===== config.mk =====
export PLATFORM = sky130hd
export DESIGN_NAME = lfps_divider
export DESIGN_NICKNAME = d
export VERILOG_FILES = /design/src/hdl/lfps_pkg.sv /design/src/hdl/lfps_divider.sv
export SDC_FILE = /design/constraint.sdc
export NUM_CORES = 1
export LEC_CHECK = 0
export ABC_AREA = 1
export BUFFER_PORTS_ARGS = -buffer_cell sky130_fd_sc_hd__buf_2
export CORE_MARGIN = 2
export CORE_UTILIZATION = 33
export CTS_CLUSTER_DIAMETER = 30
export DETAILED_ROUTE_END_ITERATION = 7
export SLEW_MARGIN = 30
export SYNTH_ARGS = -nofsm -noshare
export SYNTH_HDL_FRONTEND = slang
export SYNTH_SLANG_ARGS = --single-unit

===== constraint.sdc =====
create_clock -name clock -period 2.1 [get_ports clock]
set_clock_uncertainty 0.1 [all_clocks]
set_input_delay 0 -clock clock [delete_from_list [all_inputs] [get_ports clock]]
set_output_delay 0 -clock clock [all_outputs]
set_load 0.005 [all_outputs]

===== src/hdl/lfps_pkg.sv =====
// Package for the line follower steering block: widths, register indexes,
// calibration tables and scaling constants. No dependencies.
package lfps_pkg;

   localparam int AdcBitsDefault = 12;
   localparam int SensorCount    = 5;
   localparam int CsrIndexWidth  = 3;
   localparam int CsrDataWidth   = 16;

   localparam logic [CsrIndexWidth-1:0] CSR_PROP_GAIN   = 3'd0;
   localparam logic [CsrIndexWidth-1:0] CSR_INTEG_GAIN  = 3'd1;
   localparam logic [CsrIndexWidth-1:0] CSR_DERIV_GAIN  = 3'd2;
   localparam logic [CsrIndexWidth-1:0] CSR_STRAIGHT    = 3'd3;
   localparam logic [CsrIndexWidth-1:0] CSR_SHARP       = 3'd4;
   localparam logic [CsrIndexWidth-1:0] CSR_MAX_DIFF    = 3'd5;
   localparam logic [CsrIndexWidth-1:0] CSR_ALPHA       = 3'd6;
   localparam logic [CsrIndexWidth-1:0] CSR_LOST_LIMIT  = 3'd7;

   localparam int PctFull    = 25600;
   localparam int StepLimit  = 2458;
   localparam int IntegLimit = 1638400;

   typedef struct packed {
      logic [15:0] prop_gain;
      logic [15:0] integ_gain;
      logic [15:0] deriv_gain;
      logic [7:0]  straight_speed;
      logic [8:0]  sharp_turn_speed;
      logic [9:0]  max_wheel_diff;
      logic [15:0] smooth_alpha;
      logic [8:0]  lost_sum_limit;
   } csr_type;

   // Calibration window for 12-bit samples, scaled to the ADC width.
   function automatic int cal_lo(input int idx, input int adc_bits);
      int t;
      case (idx)
         0: t = 2250;
         1: t = 2400;
         2: t = 2600;
         3: t = 2400;
         default: t = 1400;
      endcase
      return (t * ((1 << adc_bits) - 1)) / 4095;
   endfunction

   function automatic int cal_hi(input int idx, input int adc_bits);
      int t;
      t = (idx == 1) ? 3800 : 4095;
      return (t * ((1 << adc_bits) - 1)) / 4095;
   endfunction

endpackage


===== src/hdl/lfps_divider.sv =====
// Shared restoring divider, one quotient bit per cycle, unsigned.
// Depends on lfps_pkg.
module lfps_divider #(
   parameter int Width = 32
) (
   input  logic             clock,
   input  logic             reset,
   input  logic             start,
   input  logic [Width-1:0] dividend,
   input  logic [Width-1:0] divisor,
   output logic             done,
   output logic [Width-1:0] quotient
);
   import lfps_pkg::*;
   localparam int CntWidth = $clog2(Width + 1);

   logic [Width-1:0]    quo_ff, quo_in;
   logic [Width-1:0]    rem_ff, rem_in;
   logic [Width-1:0]    dvs_ff, dvs_in;
   logic [CntWidth-1:0] cnt_ff, cnt_in;
   logic                busy_ff, busy_in;
   logic                done_ff, done_in;
   logic [Width:0]      trial;

   always_comb begin
      quo_in  = quo_ff;
      rem_in  = rem_ff;
      dvs_in  = dvs_ff;
      cnt_in  = cnt_ff;
      busy_in = busy_ff;
      done_in = 1'b0;
      trial   = {rem_ff, quo_ff[Width-1]} - {1'b0, dvs_ff};
      if (start) begin
         quo_in  = dividend;
         rem_in  = '0;
         dvs_in  = divisor;
         cnt_in  = CntWidth'(Width);
         busy_in = 1'b1;
      end else if (busy_ff) begin
         // shift one dividend bit in, subtract when it fits
         if (!trial[Width]) begin
            rem_in = trial[Width-1:0];
            quo_in = {quo_ff[Width-2:0], 1'b1};
         end else begin
            rem_in = {rem_ff[Width-2:0], quo_ff[Width-1]};
            quo_in = {quo_ff[Width-2:0], 1'b0};
         end
         cnt_in = cnt_ff - 1'b1;
         if (cnt_ff == CntWidth'(1)) begin
            busy_in = 1'b0;
            done_in = 1'b1;
         end
      end
   end

   always_ff @(posedge clock) begin
      quo_ff <= quo_in;
      rem_ff <= rem_in;
      dvs_ff <= dvs_in;
      cnt_ff <= cnt_in;
      if (reset) begin
         busy_ff <= 1'b0;
         done_ff <= 1'b0;
      end else begin
         busy_ff <= busy_in;
         done_ff <= done_in;
      end
   end

   assign done     = done_ff;
   assign quotient = quo_ff;
endmodule


Word-level counts from Yosys, hierarchy flattened
Cells that the tools add are included.
Widths: inputs -> output; s select.

storage, ports and cells
  register bits after elaboration = 104
  bits of input ports = 67
  output and inout port bits = 33

operators by class
  add/sub/neg operators = 2
  equality and inequality tests = 1
  multiplexer cells = 8
  bitwise gates (word level) = 1
  reduce and logical (&&, ||, !) cells = 2

operators by type and width
  cell                 number
  $mux 32              3
  $sub 33x32->33       1
  $eq 6x1->1 const B   1
  $sub 6x1->6 const B  1
  $mux 1               5
  $reduce_or 3->1      1
  $reduce_bool 2->1    1
  $not 1->1            1

Logic depth before layout (Yosys ltp)
  depth after elaboration = 4
  mapped depth = 18
  depth with buffers taken out = 17

Least setup slack after synthesis
No wires, ideal clock.

  path type = register to register
  from = reg quo_ff[31], in the netlist quotient[31]
  to = reg quo_ff[0], in the netlist quotient[0] (data pin)
  setup time = 0.266 ns
  arrival = 2.015 ns
  data required time = 1.734 ns
  path slack = -0.281 ns
  cell stages (with the launch flop) = 17
  buffers on the path = 1
  path through = edfxtp_1 > inv_1 > ha_1 > fa_1 > inv_1 > nand2_1 > nand2_1 > nand3_1 > nand2_1 > nand2_1 > nand2_1 > nand2_2 > nand2_2 > nand2_1 > nand2_2 > buf_6 > o21ai_1

on the way
  word-level cells in the longest chain between the ends = 4

RTL lines
  item                      RTL line            text
  start: declaration        lfps_divider.sv:17  logic [Width-1:0] quo_ff, quo_in;
  start signal: assignment  lfps_divider.sv:57  quo_ff <= quo_in;
  $sub 33x32->33            lfps_divider.sv:32  trial = {rem_ff, quo_ff[Width-1]} - {1'b0, dvs_ff};
  $mux 1                    lfps_divider.sv:41  if (!trial[Width]) begin
  $mux 32                   lfps_divider.sv:39  end else if (busy_ff) begin
  $mux 32                   lfps_divider.sv:33  if (start) begin
  named net quo_in[0]       lfps_divider.sv:17

The timed path passes the listed nets, and every way through them passes these cells. The select of a mux whose other input is x is not followed.
A chain may end at the register's enable or synchronous reset.

Worst setup path in the final report
  from = reg dvs_ff[0]
  to = reg quo_ff[0], in the netlist quotient[0] (data pin)

on the way
  word-level cells in the longest chain between the ends = 4

RTL lines
  item                      RTL line            text
  start: declaration        lfps_divider.sv:19  logic [Width-1:0] dvs_ff, dvs_in;
  start signal: assignment  lfps_divider.sv:59  dvs_ff <= dvs_in;
  $sub 33x32->33            lfps_divider.sv:32
  $mux 1                    lfps_divider.sv:41
  $mux 32                   lfps_divider.sv:39
  $mux 32                   lfps_divider.sv:33
  named net quo_in[0]       lfps_divider.sv:17

The timed path passes the listed nets, and every way through them passes these cells. The select of a mux whose other input is x is not followed.

==> flow_summary.yaml <==
sta:
  drv_slew: 0
  maxSlewHeadroom: 0.700
  post-route-min-period_ns: 2.34
  rsz0062_at_grt: "yes"
  setup_ws_ns: -0.242
  worst_slew_pin_slew_ns: 0.450
  final_hold_viol_count: 0
  post-route-period-util: 1.12
  setup_viol: 33
  max_freq_mhz: 427
placed_design:
  dp_hpwl_mm: 13.7
  place.gp.congestion: 0.892
  portBuffers: 99
  placed_area_sq_um: 8660
clock_network:
  clock_sinks: 104
  insertion_delay_ns: 0.37
  root_buffer: "clkbuf_16"
  cts_tree: "built"
  cts_made_buffers: 9
  cts-htree-levels: 3
  clockBufferDepth: 2
  clk_transition_reported_paths_ns: 0.09
worst_hold_path:
  hold_path_class: "primary input to flip-flop"
  min_from: "divisor[1]"
synthesis:
  synth-compound-area-share: 0.0245
  synth_area_leaders: "edfxtp_1, nand2_1, dfxtp_1, inv_1, ha_1"
  synth-edff-count: 64
  synthXorXnorAreaFrac: 0.0191
  async_reset_ff_frac: 0
  syn_inst: 1042
  syn_avg_cell_area_sq_um: 6.61
  synthAdderAreaFrac: 0.0647
  synth_area_sq_um: 6890
  yosysSeqAreaShare: 0.395
  synthSimpleGateAreaFrac: 0.361
  synth_cell_types: 35
  synth_top_area_frac: 0.279
  yosys_warnings: 0
  synth_mux_area_frac: 0
  yosysTopAreaCell: "edfxtp_1"
  syn-num-nets: 1144
  ys_seq_elements: 104
  synth_top_family_by_area: "simple AND/OR/NAND/NOR gates"
  yosys_most_used_dff: "edfxtp_1"
routing:
  wirelength_mm: 19.4
  first_pass_iters: 7
  drt_iter0_drc: 382
  drc: 0
  vias_per_cell: 4.33
  routedWlPerCell_um: 12.0
  postRouteAntennaNets: 0
  vias: 7018
floorplanning:
  die_w_um: 148
  fp-row-count: 52
  start_util: 0.338
  dieArea_sq_um: 22000
  fp.coreArea_sq_um: 20400
  fp.dieH_um: 148
  io-pin-count: 100
grt:
  grt-ovfl-total: 0
  grt_util_met2: 0.303
  use_met3: 0.0307
  antenna_found_initial: 0
  grt_usage: 0.180
  grt_pass1_vias: 6848
  busiest_layer: "met2"
  met1_usage: 0.245
  grt_max_degree: 36
  grt_first_pass_wirelength_mm: 32.1
status:
  status: "finished with violations"
  violations: "negative setup slack"
critical_path:
  critical_path_buf_inv_count: 2
  slowest_delay_ns: 0.42
  crit_chain: "ha_4, fa_2, inv_2, nand2_2, nand2_2, nand3_2, nand2_2, nand2_2, nand2_2, nand2_4, nand2_4, nand2_4, nand2_8, clkbuf_16, o21ai_2"
  crit_start: "dvs_ff[0]"
  end_kind: "flip-flop"
  critPathMaxFanout: 6
  crit_path_top_delay_cell: "edfxtp_1"
  path_class: "flip-flop to flip-flop"
  critPathRequiredTime_ns: 2.12
  reg2reg_from: "dvs_ff[0]"
  crit_family: "simple AND/OR/NAND/NOR gates"
  cpMostUsedCell: "nand2_2"
  cp.arrival_ns: 2.36
  critPathLaunchType: "flip-flop"
power:
  power_density_nw_per_um2: 511
  peakVddDrop_mv: 0.475
  p_leak_uw: 0.00557
  power.total_uw: 5120
job:
  maxCapViolCount: 0
final_layout:
  layout.nets: 1447
  area_delta_synth_final_pct: 45.7
  finalInstanceArea_sq_um: 10000
  antenna_cells: 0
  drive_above_1_share: 0.236
  post-route-util: 0.493
-- per-layer routing --
metal | up-vias | wire [um] | share of wire
li1 | 3747 | - | -
met4 | 0 | 283 | 0.015
met2 | 154 | 8950 | 0.46
met1 | 3099 | 9360 | 0.48
met5 | - | 0 | 0
met3 | 18 | 847 | 0.044
-- layout by cell type, fill, tap and decap left out, drive strengths merged --
cell,synthesis,final
a211oi,1,1
a21o,1,1
a21oi,20,20
and2,5,5
and3,3,3
buf,5,241
clkbuf,13,12
clkinv,3,6
dfxtp,40,40
dlygate4sd3,0,66
edfxtp,64,64
fa,1,1
ha,34,34
inv,217,221
nand2,475,475
nand3,57,57
nand3b,1,1
nand4,6,6
nor2,55,55
nor3,12,12
nor3b,1,1
nor4,1,1
o21ai,8,8
o21bai,1,1
o22ai,1,1
or2,2,2
xnor2,14,14
xor2,1,1
-- report_power, final --
part | switching [uW] | total, uW | internal (uW)
Sequential | 64.5 | 2380 | 2320
Clock | 968 | 1850 | 883
Combinational | 452 | 888 | 436
Total | 1480 | 5120 | 3640
-- cells in the mapped netlist, types with 3 or more instances --
cell type,n
nor3_1,11
buf_6,5
nand3_1,56
ha_1,34
dfxtp_1,40
nand2_2,4
clkinv_1,3
o21ai_1,5
and3_1,3
nand4_1,6
o21ai_0,3
inv_1,209
xnor2_1,14
a21oi_1,20
clkbuf_1,13
edfxtp_1,64
inv_2,8
nand2_1,470
nor2_1,54
and2_1,5
-- what timing repair did --
| action | in CTS | in global routing |
|---|---|---|
| cloned | 2 | 4 |
| buffers inserted | 7 | 1 |
| resized for setup | 16 | 36 |
| pin swaps | 2 | 14 |
| hold endpoints to repair | 71 | 0 |
| hold buffers | 66 | 0 |
| endpoints found under the setup margin | 33 | 33 |
-- registers in the layout, summed over array words and instances, names as in the netlist --
register and cells:
dvs_ff 32, quotient 32, rem_ff 32, cnt_ff 6, busy_ff 1, done 1
-- cell type report --
type | count | area [sq um]
clock inverters | 7 | 101
inverters | 220 | 826
flip-flops and latches | 104 | 2720
well taps | 270 | 338
multi-input cells | 700 | 3420
clock buffers | 9 | 225
fillers | 2037 | 10300
repair buffers | 310 | 2390
-- through the flow --
stage               worst slack (ns)  TNS [ns]  hold slack [ns]  cells
global route                  -0.416    -12.64            0.239   1620
detailed placement            -0.254     -6.54           0.0781   1524
global placement              -0.208     -4.94           0.0763   1524
CTS                           -0.256     -6.79            0.222   1615
floorplan                     -0.178     -3.79          -0.0239   1042
finish                        -0.242     -6.49            0.238   1620
-- worst paths after layout --
check | slack (ns) | cells after the start | end
setup / recovery | -0.24 | 15 | quotient[0]
hold / removal | 0.24 | 2 | dvs_ff[1]
setup reg to reg | -0.24 | 15 | quotient[0]
hold reg to reg | 0.37 | 2 | rem_ff[7]
-- cell families (layout without fill, tap and decap cells) --
kind of cell	Yosys count	count (layout)
AND/OR/NAND/NOR	618	618
buffers and inverters	238	546
flip-flops	104	104
adder cells (fa/ha/maj)	35	35
AO/OA/AOI/OAI	32	32
XOR/XNOR	15	15
Note: power is estimated with default switching activity, not from simulation.
