===== src/hdl/lfps_pkg.sv =====
// Package for the line follower steering block: widths, register indexes,
// calibration tables and scaling constants. No dependencies.
package lfps_pkg;

   localparam int AdcBitsDefault = 12;
   localparam int SensorCount    = 5;
   localparam int CsrIndexWidth  = 3;
   localparam int CsrDataWidth   = 16;

   localparam logic [CsrIndexWidth-1:0] CSR_PROP_GAIN   = 3'd0;
   localparam logic [CsrIndexWidth-1:0] CSR_INTEG_GAIN  = 3'd1;
   localparam logic [CsrIndexWidth-1:0] CSR_DERIV_GAIN  = 3'd2;
   localparam logic [CsrIndexWidth-1:0] CSR_STRAIGHT    = 3'd3;
   localparam logic [CsrIndexWidth-1:0] CSR_SHARP       = 3'd4;
   localparam logic [CsrIndexWidth-1:0] CSR_MAX_DIFF    = 3'd5;
   localparam logic [CsrIndexWidth-1:0] CSR_ALPHA       = 3'd6;
   localparam logic [CsrIndexWidth-1:0] CSR_LOST_LIMIT  = 3'd7;

   localparam int PctFull    = 25600;
   localparam int StepLimit  = 2458;
   localparam int IntegLimit = 1638400;

   typedef struct packed {
      logic [15:0] prop_gain;
      logic [15:0] integ_gain;
      logic [15:0] deriv_gain;
      logic [7:0]  straight_speed;
      logic [8:0]  sharp_turn_speed;
      logic [9:0]  max_wheel_diff;
      logic [15:0] smooth_alpha;
      logic [8:0]  lost_sum_limit;
   } csr_type;

   // Calibration window for 12-bit samples, scaled to the ADC width.
   function automatic int cal_lo(input int idx, input int adc_bits);
      int t;
      case (idx)
         0: t = 2250;
         1: t = 2400;
         2: t = 2600;
         3: t = 2400;
         default: t = 1400;
      endcase
      return (t * ((1 << adc_bits) - 1)) / 4095;
   endfunction

   function automatic int cal_hi(input int idx, input int adc_bits);
      int t;
      t = (idx == 1) ? 3800 : 4095;
      return (t * ((1 << adc_bits) - 1)) / 4095;
   endfunction

endpackage


===== src/hdl/lfps_multiplier.sv =====
// Shared shift-add multiplier, signed by unsigned, one multiplier bit per cycle.
// Depends on lfps_pkg.
module lfps_multiplier #(
   parameter int AWidth = 48,
   parameter int BWidth = 24
) (
   input  logic                            clock,
   input  logic                            reset,
   input  logic                            start,
   input  logic signed [AWidth-1:0]        mcand,
   input  logic        [BWidth-1:0]        mplier,
   output logic                            done,
   output logic signed [AWidth+BWidth-1:0] product
);
   import lfps_pkg::*;
   localparam int PWidth   = AWidth + BWidth;
   localparam int CntWidth = $clog2(BWidth + 1);

   logic signed [PWidth-1:0] acc_ff, acc_in;
   logic signed [PWidth-1:0] mc_ff, mc_in;
   logic [BWidth-1:0]        mp_ff, mp_in;
   logic [CntWidth-1:0]      cnt_ff, cnt_in;
   logic                     busy_ff, busy_in;
   logic                     done_ff, done_in;

   always_comb begin
      acc_in  = acc_ff;
      mc_in   = mc_ff;
      mp_in   = mp_ff;
      cnt_in  = cnt_ff;
      busy_in = busy_ff;
      done_in = 1'b0;
      if (start) begin
         acc_in  = '0;
         mc_in   = PWidth'(mcand);
         mp_in   = mplier;
         cnt_in  = CntWidth'(BWidth);
         busy_in = 1'b1;
      end else if (busy_ff) begin
         // add the shifted multiplicand for each set multiplier bit
         if (mp_ff[0]) acc_in = acc_ff + mc_ff;
         mc_in  = mc_ff <<< 1;
         mp_in  = mp_ff >> 1;
         cnt_in = cnt_ff - 1'b1;
         if (cnt_ff == CntWidth'(1)) begin
            busy_in = 1'b0;
            done_in = 1'b1;
         end
      end
   end

   always_ff @(posedge clock) begin
      acc_ff <= acc_in;
      mc_ff  <= mc_in;
      mp_ff  <= mp_in;
      cnt_ff <= cnt_in;
      if (reset) begin
         busy_ff <= 1'b0;
         done_ff <= 1'b0;
      end else begin
         busy_ff <= busy_in;
         done_ff <= done_in;
      end
   end

   assign done    = done_ff;
   assign product = acc_ff;
endmodule


===== config.mk =====
export PLATFORM = sky130hd
export DESIGN_NAME = lfps_multiplier
export DESIGN_NICKNAME = d
export VERILOG_FILES = /design/src/hdl/lfps_pkg.sv /design/src/hdl/lfps_multiplier.sv
export SDC_FILE = /design/constraint.sdc
export NUM_CORES = 1
export LEC_CHECK = 0
export BUFFER_PORTS_ARGS = -buffer_cell sky130_fd_sc_hd__buf_4
export CAP_MARGIN = 40
export CORE_MARGIN = 10
export CORE_UTILIZATION = 45
export DETAILED_ROUTE_END_ITERATION = 16
export GPL_TIMING_DRIVEN = 0
export MAX_ROUTING_LAYER = met4
export RECOVER_POWER = 100
export SLEW_MARGIN = 20
export SYNTH_ARGS = -nofsm -noshare
export SYNTH_HDL_FRONTEND = slang
export SYNTH_SLANG_ARGS = --single-unit

===== constraint.sdc =====
create_clock -name clock -period 7.2 [get_ports clock]
set_input_delay 0.36 -clock clock [delete_from_list [all_inputs] [get_ports clock]]
set_output_delay 0.36 -clock clock [all_outputs]
set_load 0.01 [all_outputs]

---- Word level (Yosys, flattened, before mapping) ----
Index checks and enable logic that the tools add are counted.
cells by class
  add/sub/neg operators ................... 2
  eq/ne operators ......................... 1
  multiplexer cells ....................... 8
  bitwise operators ....................... 1
  reduce and logical (&&, ||, !) cells .... 3
operator list
  operator                                                            number
  72-bit 2-to-1 mux                                                   2
  72-bit adder                                                        1
  24-bit 2-to-1 mux                                                   2
  5-bit by 1-bit == test with 1-bit output, second input constant     1
  5-bit by 1-bit subtractor with 5-bit output, second input constant  1
  1-bit 2-to-1 mux                                                    4
  3-bit OR reduction                                                  1
  2-bit AND reduction                                                 1
  2-bit nonzero test                                                  1
  1-bit inverter                                                      1
word-level totals
  register bits ........................... 175
  output and inout bits ................... 73
  word-level logic and storage cells ...... 21

---- Depth between registers and ports, before layout ----
Gate-level depths: netlist of the first run.
  word-level depth ........................ 4
  gate-level depth with buffers ........... 13

---- Worst setup path after synthesis of the first run ----
Ideal clock, no wire load.
  kind .................................... register -> register
  start ................................... register mc_ff[4]
  end ..................................... register acc_ff[71], in the netlist product[71]
  setup time .............................. 0.121 ns
  data arrival time ....................... 3.144 ns
  required time ........................... 7.079 ns
  setup slack ............................. 3.935 ns
  cell stages (with the launch flop) ...... 13
  cells stage by stage .................... edfxtp_1 ha_1 and2_1 a311oi_1 a211oi_1 o31ai_2 o31ai_1 a211o_1 a21oi_2 o21ai_0 o221ai_1 mux2i_1 mux2_2
between the ends
  word-level cells in the longest chain between the ends .. 1
RTL lines
  element                 line                   source
  start, declared         lfps_multiplier.sv:20  logic signed [PWidth-1:0] mc_ff, mc_in;
  start signal, assigned  lfps_multiplier.sv:54  mc_ff <= mc_in;
  72-bit adder            lfps_multiplier.sv:41  if (mp_ff[0]) acc_in = acc_ff + mc_ff;
  end signal, assigned    lfps_multiplier.sv:53  acc_ff <= acc_in;
  end, declared           lfps_multiplier.sv:19  logic signed [PWidth-1:0] acc_ff, acc_in;
No other way between the ends.
A chain may end at the register's enable or synchronous reset.

---- Final worst setup path of the first run ----
Ends and elaborated chain as after synthesis.

==> impl_summary.log, run 1 <==
[metrics] result of the run: complete, but fails checks
[metrics] fraction of the yosys area taken by sequential cells: 41.8%
[metrics] Cell variety after synth: 64
[metrics] TritonCTS buffer count: 17
[metrics] combined flip-flop and latch cell area: 4460 um^2
[metrics] clock slew at reported path FFs: 0.08 ns
[metrics] Total Power: 2880 uW
[metrics] Setup Skew: 0.0155 ns
[metrics] Final period util: 61.9%
[metrics] first-pass GRT wire length: 47.1 mm
[metrics] cell with the biggest individual delay on the critical path: sky130_fd_sc_hd__o31ai_1
[metrics] I/O pin count: 148
[metrics] Die ar.: 30,300 um^2
[metrics] core footprint: 23,400 um^2
[metrics] Max clock buf depth: 2
[metrics] number of global-route vias before repair: 8,966
[metrics] Chip Width: 174 um
[metrics] initial antenna violation count: 1
[metrics] H-tree depth: 4
[metrics] detailed-route vias per instance: 5.49
[metrics] type of the setup path with the least slack: flip-flop to flip-flop
[metrics] overall via count from detail_route: 9,011
[metrics] Max Fclk: 0.224 GHz
[metrics] max-cap violation count: 2
[metrics] post-layout net count: 1,456
[metrics] number of instances in the synthesized netlist: 1,139
[metrics] average footprint of a synthesized cell: 9.37 um^2
[metrics] nets in the synthesized netlist: 1,288
[metrics] routability-driven placement congestion ratio: 0.878
[metrics] drt wl/cell: 17.8 um
[metrics] count of clock tree sinks: 175
[metrics] Crit. End Element: flip-flop
[metrics] Hold WC Path Type: input pin to flip-flop
[metrics] Finish-stage setup viols: 0
[metrics] Starting Density: 45.6%
[metrics] number of buffers added for setup after CTS: 0
[metrics] maximum number of pins on one net before global-route repair: 43
[metrics] worst supply voltage drop on vdd: 0.000148 V
[metrics] actual slew at the worst max-slew pin: 2.64 ns
[metrics] filler cell count in the final layout: 2,341
[metrics] die span in y: 174 um
[metrics] required time of the critical path: 7.53 ns
[metrics] Hold Buf Count CTS: 0
[metrics] total grt overflow: 0
[metrics] crit-path leading delay family: compound AO/OA/AOI/OAI gates
[metrics] largest stage delay on the critical path: 0.71 ns
[metrics] share of flip-flops with an asynchronous set or reset after synthesis: 0%
[metrics] number of enable flip-flop cells after synthesis: 96
[metrics] DP HPWL: 22.5 mm
[metrics] most used cells in the layout excluding fill and tap cells: sky130_fd_sc_hd__nand2_1 (162), sky130_fd_sc_hd__a21oi_1 (132), sky130_fd_sc_hd__clkbuf_1 (124)
[metrics] number of nets with antenna violations after detailed routing: 0
[metrics] clock tree root buffer cell: sky130_fd_sc_hd__clkbuf_16
[metrics] Multi-input gate area: 5790 um^2
[metrics] most repeated library cell on the critical path: sky130_fd_sc_hd__o31ai_1
[metrics] Min Clock Period, post-route: 4.46 ns
[metrics] power density cells: 231 nW/um^2
[metrics] most common cell after layout, fill and taps aside: sky130_fd_sc_hd__nand2_1
[metrics] residual DRC count: 0
[metrics] hold violation count in the final report: 0
[metrics] number of pins with negative max-slew slack in the final report: 80
[metrics] TritonCTS clock tree: done
[metrics] relative area change from synthesis to final layout: 16.8%
[metrics] cell breakdown of the critical path: ha_1 > and2_0 > a311oi_1 > a211oi_1 > o31ai_1 > o31ai_1 > a211o_1 > a21oi_1 > o21ai_0 > o221ai_1 > mux2i_1 > mux2_2
[metrics] Setup crit start kind: flip-flop
[metrics] critical-path maximum fanout: 5
[metrics] routed wire length: 29.2 mm
[metrics] violated checks: max-capacitance violations, max-slew violations
[metrics] leakage power: 0.00505 uW
[metrics] worst endpoint data arrival time: 4.78 ns
[metrics] Max transition margin: -76.1%
[metrics] iteration count of the initial detailed-routing pass: 5
[metrics] I/O Buffers: 146
[metrics] number of buffer and inverter stages on the critical path: 0
[metrics] synthesized area: 10,700 um^2
[metrics] unrepaired setup endpoints after global routing: no
[metrics] synth warn: 0
[metrics] overall track demand over capacity in global routing: 19.4%
[metrics] total number of placement rows: 56
[metrics] 1st-iter DRT viols: 521
[metrics] reg-to-reg slack, setup: 2.74 ns
[metrics] share of cells above drive strength 1: 13.9%
[metrics] source-to-sink clock delay at the later pin of the worst-skew pair: 0.44 ns
[metrics] Primary FF master, synth: sky130_fd_sc_hd__edfxtp_1
[metrics] flip-flop and latch count after synthesis: 175
[metrics] sum of negative setup slack: 0 ns
[metrics] post-cts repair resize count: 0
-- path summary, 6_finish.rpt --
kind | startpoint | end | depth (start not counted)
max reg2reg | mc_ff[4]$_DFFE_PP_ | product[71]$_SDFFE_PP0P_ | 12
min | reset | busy_ff$_SDFF_PP0_ | 2
min reg2reg | product[61]$_SDFFE_PP0P_ | product[61]$_SDFFE_PP0P_ | 2
max | mc_ff[4]$_DFFE_PP_ | product[71]$_SDFFE_PP0P_ | 12
-- area by class of cell --
type	instances	area share, %
multi-input cells	868	46.4
flip-flops and latches	175	35.8
repair buffers	149	6.69
clock buffers	17	3.41
well taps	319	3.20
plain buffers	56	1.72
clock inverters	15	1.50
inverters	40	1.20
diodes	1	0.0201
-- flip-flops by register name (all words and copies together), names as in the netlist --
name     cells
cnt_ff       5
product     72
done         1
mp_ff       24
mc_ff       72
busy_ff      1
-- cell families after synthesis --
group,count (synthesis),share of synthesized area (%)
flip-flops,175,41.8
AO/OA/AOI/OAI,334,19.3
multiplexers,72,7.57
AND/OR/NAND/NOR,327,14.1
buffers and inverters,96,3.43
adder cells (fa/ha/maj),74,8.75
XOR/XNOR,61,5.01
-- per-stage QoR --
| stage | area, um^2 | hold WS, ns | std cells | utilization [%] | setup slack [ns] |
|---|---|---|---|---|---|
| after floorplan | 10700 | 0.432 | 1139 | - | 3.94 |
| after global placement | 12200 | 0.464 | 1604 | 52.0 | 3.14 |
| after detailed placement | 12200 | 0.467 | 1607 | 52.3 | 3.14 |
| after CTS | 12800 | 0.0768 | 1639 | 54.9 | 3.09 |
| after global routing | 12500 | 0.0810 | 1640 | 53.3 | 2.41 |
| final | 12500 | 0.0885 | 1640 | 53.3 | 2.74 |
-- synth_stat cells, types with 24 or more instances --
cell,instances,area [um^2]
sky130_fd_sc_hd__edfxtp_1,96,2880
sky130_fd_sc_hd__xnor2_1,36,315
sky130_fd_sc_hd__a21oi_1,131,656
sky130_fd_sc_hd__nand2_1,162,608
sky130_fd_sc_hd__o21ai_0,76,380
sky130_fd_sc_hd__nand3_1,24,120
sky130_fd_sc_hd__a21o_1,31,233
sky130_fd_sc_hd__inv_1,40,150
sky130_fd_sc_hd__nor2_1,48,180
sky130_fd_sc_hd__ha_1,73,913
sky130_fd_sc_hd__clkbuf_1,43,161
sky130_fd_sc_hd__xor2_1,25,219
sky130_fd_sc_hd__dfxtp_1,79,1580
sky130_fd_sc_hd__mux2_2,70,788
-- routing by layer --
metal	vias to the layer above	part of all wire, %	wire length, um	track usage, %
li1	4495	-	-	-
met1	4296	47	13800	25.3
met2	196	46	13500	30.6
met3	24	5.1	1500	4.05
met4	0	1.2	360	4.20
met5	-	0	0	-
-- worst register-to-register path: stages (launching register included) --
cell and delay, ns:
sky130_fd_sc_hd__edfxtp_1 0.42, sky130_fd_sc_hd__ha_1 0.35, sky130_fd_sc_hd__and2_0 0.18, sky130_fd_sc_hd__a311oi_1 0.45
sky130_fd_sc_hd__a211oi_1 0.19, sky130_fd_sc_hd__o31ai_1 0.71, sky130_fd_sc_hd__o31ai_1 0.18, sky130_fd_sc_hd__a211o_1 0.35
sky130_fd_sc_hd__a21oi_1 0.45, sky130_fd_sc_hd__o21ai_0 0.22, sky130_fd_sc_hd__o221ai_1 0.24, sky130_fd_sc_hd__mux2i_1 0.25
sky130_fd_sc_hd__mux2_2 0.35
-- where the power goes --
| group | switching (uW) | total (uW) | internal [uW] |
|---|---|---|---|
| logic | 412 | 697 | 285 |
| clock network | 475 | 951 | 475 |
| registers | 64.4 | 1230 | 1160 |
(Power assumes the default switching activity.)
==> run 2: changes to the inputs <==
ABC_AREA = 1   (was not set)
clock period = 4.22 ns   (was 7.2 ns; I/O delays follow)
==> impl_summary.log, run 2 <==
[metrics] Cell variety after synth: 34 (-47%)
[metrics] flip-flop and latch count after synthesis: 175 (unchanged)
[metrics] post-layout net count: 2,358 (+62%)
[metrics] required time of the critical path: 4.28 ns (-3.25 ns)
[metrics] Crit. End Element: flip-flop
[metrics] Die ar.: 35,900 um^2 (+19%)
[metrics] Critical Path Start: start
[metrics] share of cells above drive strength 1: 6.53% (-7.4 points)
[metrics] residual DRC count: 0 (unchanged)
[metrics] Min Clock Period, post-route: 3.12 ns
[metrics] hold_ws: 0.0143 ns (-0.0742 ns)
[metrics] pre-CTS worst setup slack: 1.32 ns (-1.82 ns)
[metrics] met3 capacity usage during global routing: 4.30% (+0.25 points)
[metrics] clock slew at reported path FFs: 0.08 ns (about the same)
[metrics] synth warn: 0 (unchanged)
[metrics] most heavily used metal layer in global routing: met2
[metrics] violated checks: max-capacitance violations, max-slew violations
[metrics] Antenna Cells: 0 (-1)
[metrics] relative area change from synthesis to final layout: 14.5%
[metrics] detailed-route vias per instance: 4.96 (-9.8%)
[metrics] I/O Buffers: 147 (+0.68%)
[metrics] first-pass GRT wire length: 68.9 mm (+46%)
[metrics] maximum number of pins on one net before global-route repair: 40 (-7.0%)
[metrics] smallest setup slack after layout: 1.10 ns (-1.64 ns)
[metrics] routed wire length: 44.2 mm (+51%)
[metrics] share of flip-flops with an asynchronous set or reset after synthesis: 0% (unchanged)
[metrics] cell breakdown of the critical path: clkbuf_1 > inv_1 > clkbuf_1 > nand2_1 > dlymetal6s2s_1
[metrics] most common cell in the synthesized netlist: sky130_fd_sc_hd__nand2_1
[metrics] nets in the synthesized netlist: 2,187 (+70%)
[metrics] source-to-sink clock delay at the later pin of the worst-skew pair: 0.46 ns (+0.02 ns)
[metrics] power density cells: 347 nW/um^2 (+51%)
[metrics] average footprint of a synthesized cell: 6.35 um^2 (-32%)
[metrics] Hold Startpoint: mplier[5]
[metrics] core footprint: 28,500 um^2 (+22%)
[metrics] Max clock buf depth: 2 (unchanged)
[metrics] number of enable flip-flop cells after synthesis: 96 (unchanged)
[metrics] die span in y: 190 um (+8.9%)
[metrics] overall via count from detail_route: 12,914 (+43%)
[metrics] number of buffers added for setup after CTS: 0 (unchanged)
[metrics] Max transition margin: -16.5% (+60 points)
[metrics] actual slew at the worst max-slew pin: 1.74 ns (-0.897 ns)
[metrics] most repeated library cell on the critical path: sky130_fd_sc_hd__clkbuf_1
[metrics] type of the setup path with the least slack: input pin to flip-flop
[metrics] final design area excluding fillers: 14,800 um^2 (+19%)
[metrics] initial antenna violation count: 0 (-1)
[metrics] GR met1 Demand/Resource: 34.2% (+8.9 points)
[metrics] hold violation count in the final report: 0 (unchanged)
[metrics] Chip Width: 190 um (+8.9%)
[metrics] most used cells in the layout excluding fill and tap cells: sky130_fd_sc_hd__nand2_1 (766), sky130_fd_sc_hd__inv_1 (328), sky130_fd_sc_hd__nor2_1 (261)
[metrics] total cell area at the placement stage: 14,600 um^2 (+19%)
[metrics] max-cap violation count: 1 (-1)
[metrics] overall track demand over capacity in global routing: 25.2% (+5.8 points)
[metrics] area fraction of the dominant cell type after synthesis: 22.3% (-4.7 points)
[metrics] I/O pin count: 148 (unchanged)
[metrics] Max Fclk: 0.320 GHz
[metrics] fraction of the yosys area taken by sequential cells: 34.5% (-7.3 points)
[metrics] number of nets with antenna violations after detailed routing: 0 (unchanged)
[metrics] result of the run: complete, but fails checks
[metrics] total number of placement rows: 62 (+11%)
[metrics] Hold WC Path Type: input pin to flip-flop
[metrics] worst supply voltage drop on vdd: 0.000313 V (+110%)
[metrics] H-tree depth: 4 (unchanged)
[metrics] unrepaired setup endpoints after global routing: no
[metrics] total grt overflow: 0 (unchanged)
[metrics] TritonCTS buffer count: 17 (unchanged)
[metrics] Synth area leader: sky130_fd_sc_hd__edfxtp_1
[metrics] critical-path maximum fanout: 36 (+31)
[metrics] clock tree root buffer cell: sky130_fd_sc_hd__clkbuf_16
[metrics] count of clock tree sinks: 175 (unchanged)
[metrics] Primary FF master, synth: sky130_fd_sc_hd__edfxtp_1
[metrics] worst r2r src: busy_ff$_SDFF_PP0_
[metrics] synthesized area: 12,900 um^2 (+21%)
[metrics] Setup Skew: 0.0146 ns (-0.000886 ns)
[metrics] 1st-iter DRT viols: 978 (+88%)
[metrics] met2 usage: 38.2% (+7.6 points)
[metrics] Final period util: 74.0%
[metrics] cell with the biggest individual delay on the critical path: sky130_fd_sc_hd__dlymetal6s2s_1
[metrics] routability-driven placement congestion ratio: 0.997 (+14%)
[metrics] Setup crit start kind: input pin
[metrics] number of instances in the synthesized netlist: 2,038 (+79%)
[metrics] largest stage delay on the critical path: 1.38 ns (+0.67 ns)
[metrics] worst endpoint data arrival time: 3.18 ns (-1.60 ns)
[metrics] DP HPWL: 36.5 mm (+62%)
[metrics] Finish-stage setup viols: 0 (unchanged)
[metrics] number of pins with negative max-slew slack in the final report: 37 (-54%)
[metrics] TritonCTS clock tree: done
[metrics] final cell utilization of the core: 51.9% (-1.4 points)
[metrics] drt wl/cell: 16.9 um (-5.0%)
[metrics] iteration count of the initial detailed-routing pass: 6 (+1)
[metrics] most common cell after layout, fill and taps aside: sky130_fd_sc_hd__nand2_1
[metrics] cells taking the most area after synthesis: sky130_fd_sc_hd__edfxtp_1 (22%), sky130_fd_sc_hd__nand2_1 (22%), sky130_fd_sc_hd__dfxtp_1 (12%)
[metrics] Starting Density: 45.3% (-0.29 points)
[metrics] leading cell types by count after synthesis: sky130_fd_sc_hd__nand2_1 (762), sky130_fd_sc_hd__inv_1 (326), sky130_fd_sc_hd__nor2_1 (260), sky130_fd_sc_hd__edfxtp_1 (96), sky130_fd_sc_hd__a21oi_1 (95)
[metrics] leakage power: 0.00779 uW (+54%)
[metrics] number of global-route vias before repair: 12,582 (+40%)
==> run 2: changes by cell type after synthesis, moves of 15 or more <==
cell,change
sky130_fd_sc_hd__xnor2_1,-31
sky130_fd_sc_hd__nand2_1,+600
sky130_fd_sc_hd__nand2_2,+15
sky130_fd_sc_hd__nand3_1,+60
sky130_fd_sc_hd__a21oi_1,-36
sky130_fd_sc_hd__mux2_2,-70
sky130_fd_sc_hd__a21o_1,-30
sky130_fd_sc_hd__nor2_1,+212
sky130_fd_sc_hd__inv_1,+286
==> run 2: cell type report <==
class	instances	area (um^2)
fill	3082	13700
multi-input combinational	1484	6990
sequential	175	4460
inverter	336	1260
timing repair buffer	152	875
tap	384	480
clock buffer	17	425
buffer	43	161
clock inverter	15	150
==> run 2: kinds of logic (layout without fill, tap and decap cells) <==
group	count (synthesis)	after routing	synth area share (%)
buffers and inverters	379	563	11.2
flip-flops	175	175	34.5
XOR/XNOR	39	39	2.64
adder cells (fa/ha/maj)	74	74	7.22
AO/OA/AOI/OAI	197	197	7.90
AND/OR/NAND/NOR	1174	1174	36.6
==> run 2: worst paths after layout <==
| check | to | slack, ns | cells after the start |
|---|---|---|---|
| max | mc_ff[55]$_DFFE_PP_ | 1.10 | 5 |
| min | mp_ff[5]$_DFFE_PP_ | 0.01 | 3 |
| max reg2reg | product[62]$_SDFFE_PP0P_ | 1.12 | 8 |
| min reg2reg | cnt_ff[4]$_SDFFE_PP1P_ | 0.46 | 2 |
==> run 2: what timing repair did <==
action | 4_1_cts | 5_1_grt
hold buffers | 2 | 0
endpoints found under the hold margin | 3 | 0
resized for setup | 0 | 0
==> run 2: critical path: cells and delay by family <==
kind	cells	cell delay, ns
simple gates	1	0.79
buf+inv	4	2.14
==> run 2: metrics by stage <==
stage                     setup TNS [ns]  cells  power (uW)
final                                  0   2606        5140
after floorplan                        0   2038        3080
after CTS                              0   2606        5220
after detailed placement               0   2572        3610
after global placement            -64.41   2569        3600
after global routing                   0   2606        5440
==> run 2: power by group <==
group,internal (uW),switching (uW)
Combinational,471,968
Clock,834,770
Sequential,1980,119
==> run 2: per-layer routing <==
layer,vias to the layer above,part of all wire [%]
met3,40,5.7
li1,6634,-
met5,-,0
met4,0,1.9
met1,5899,49
met2,341,44
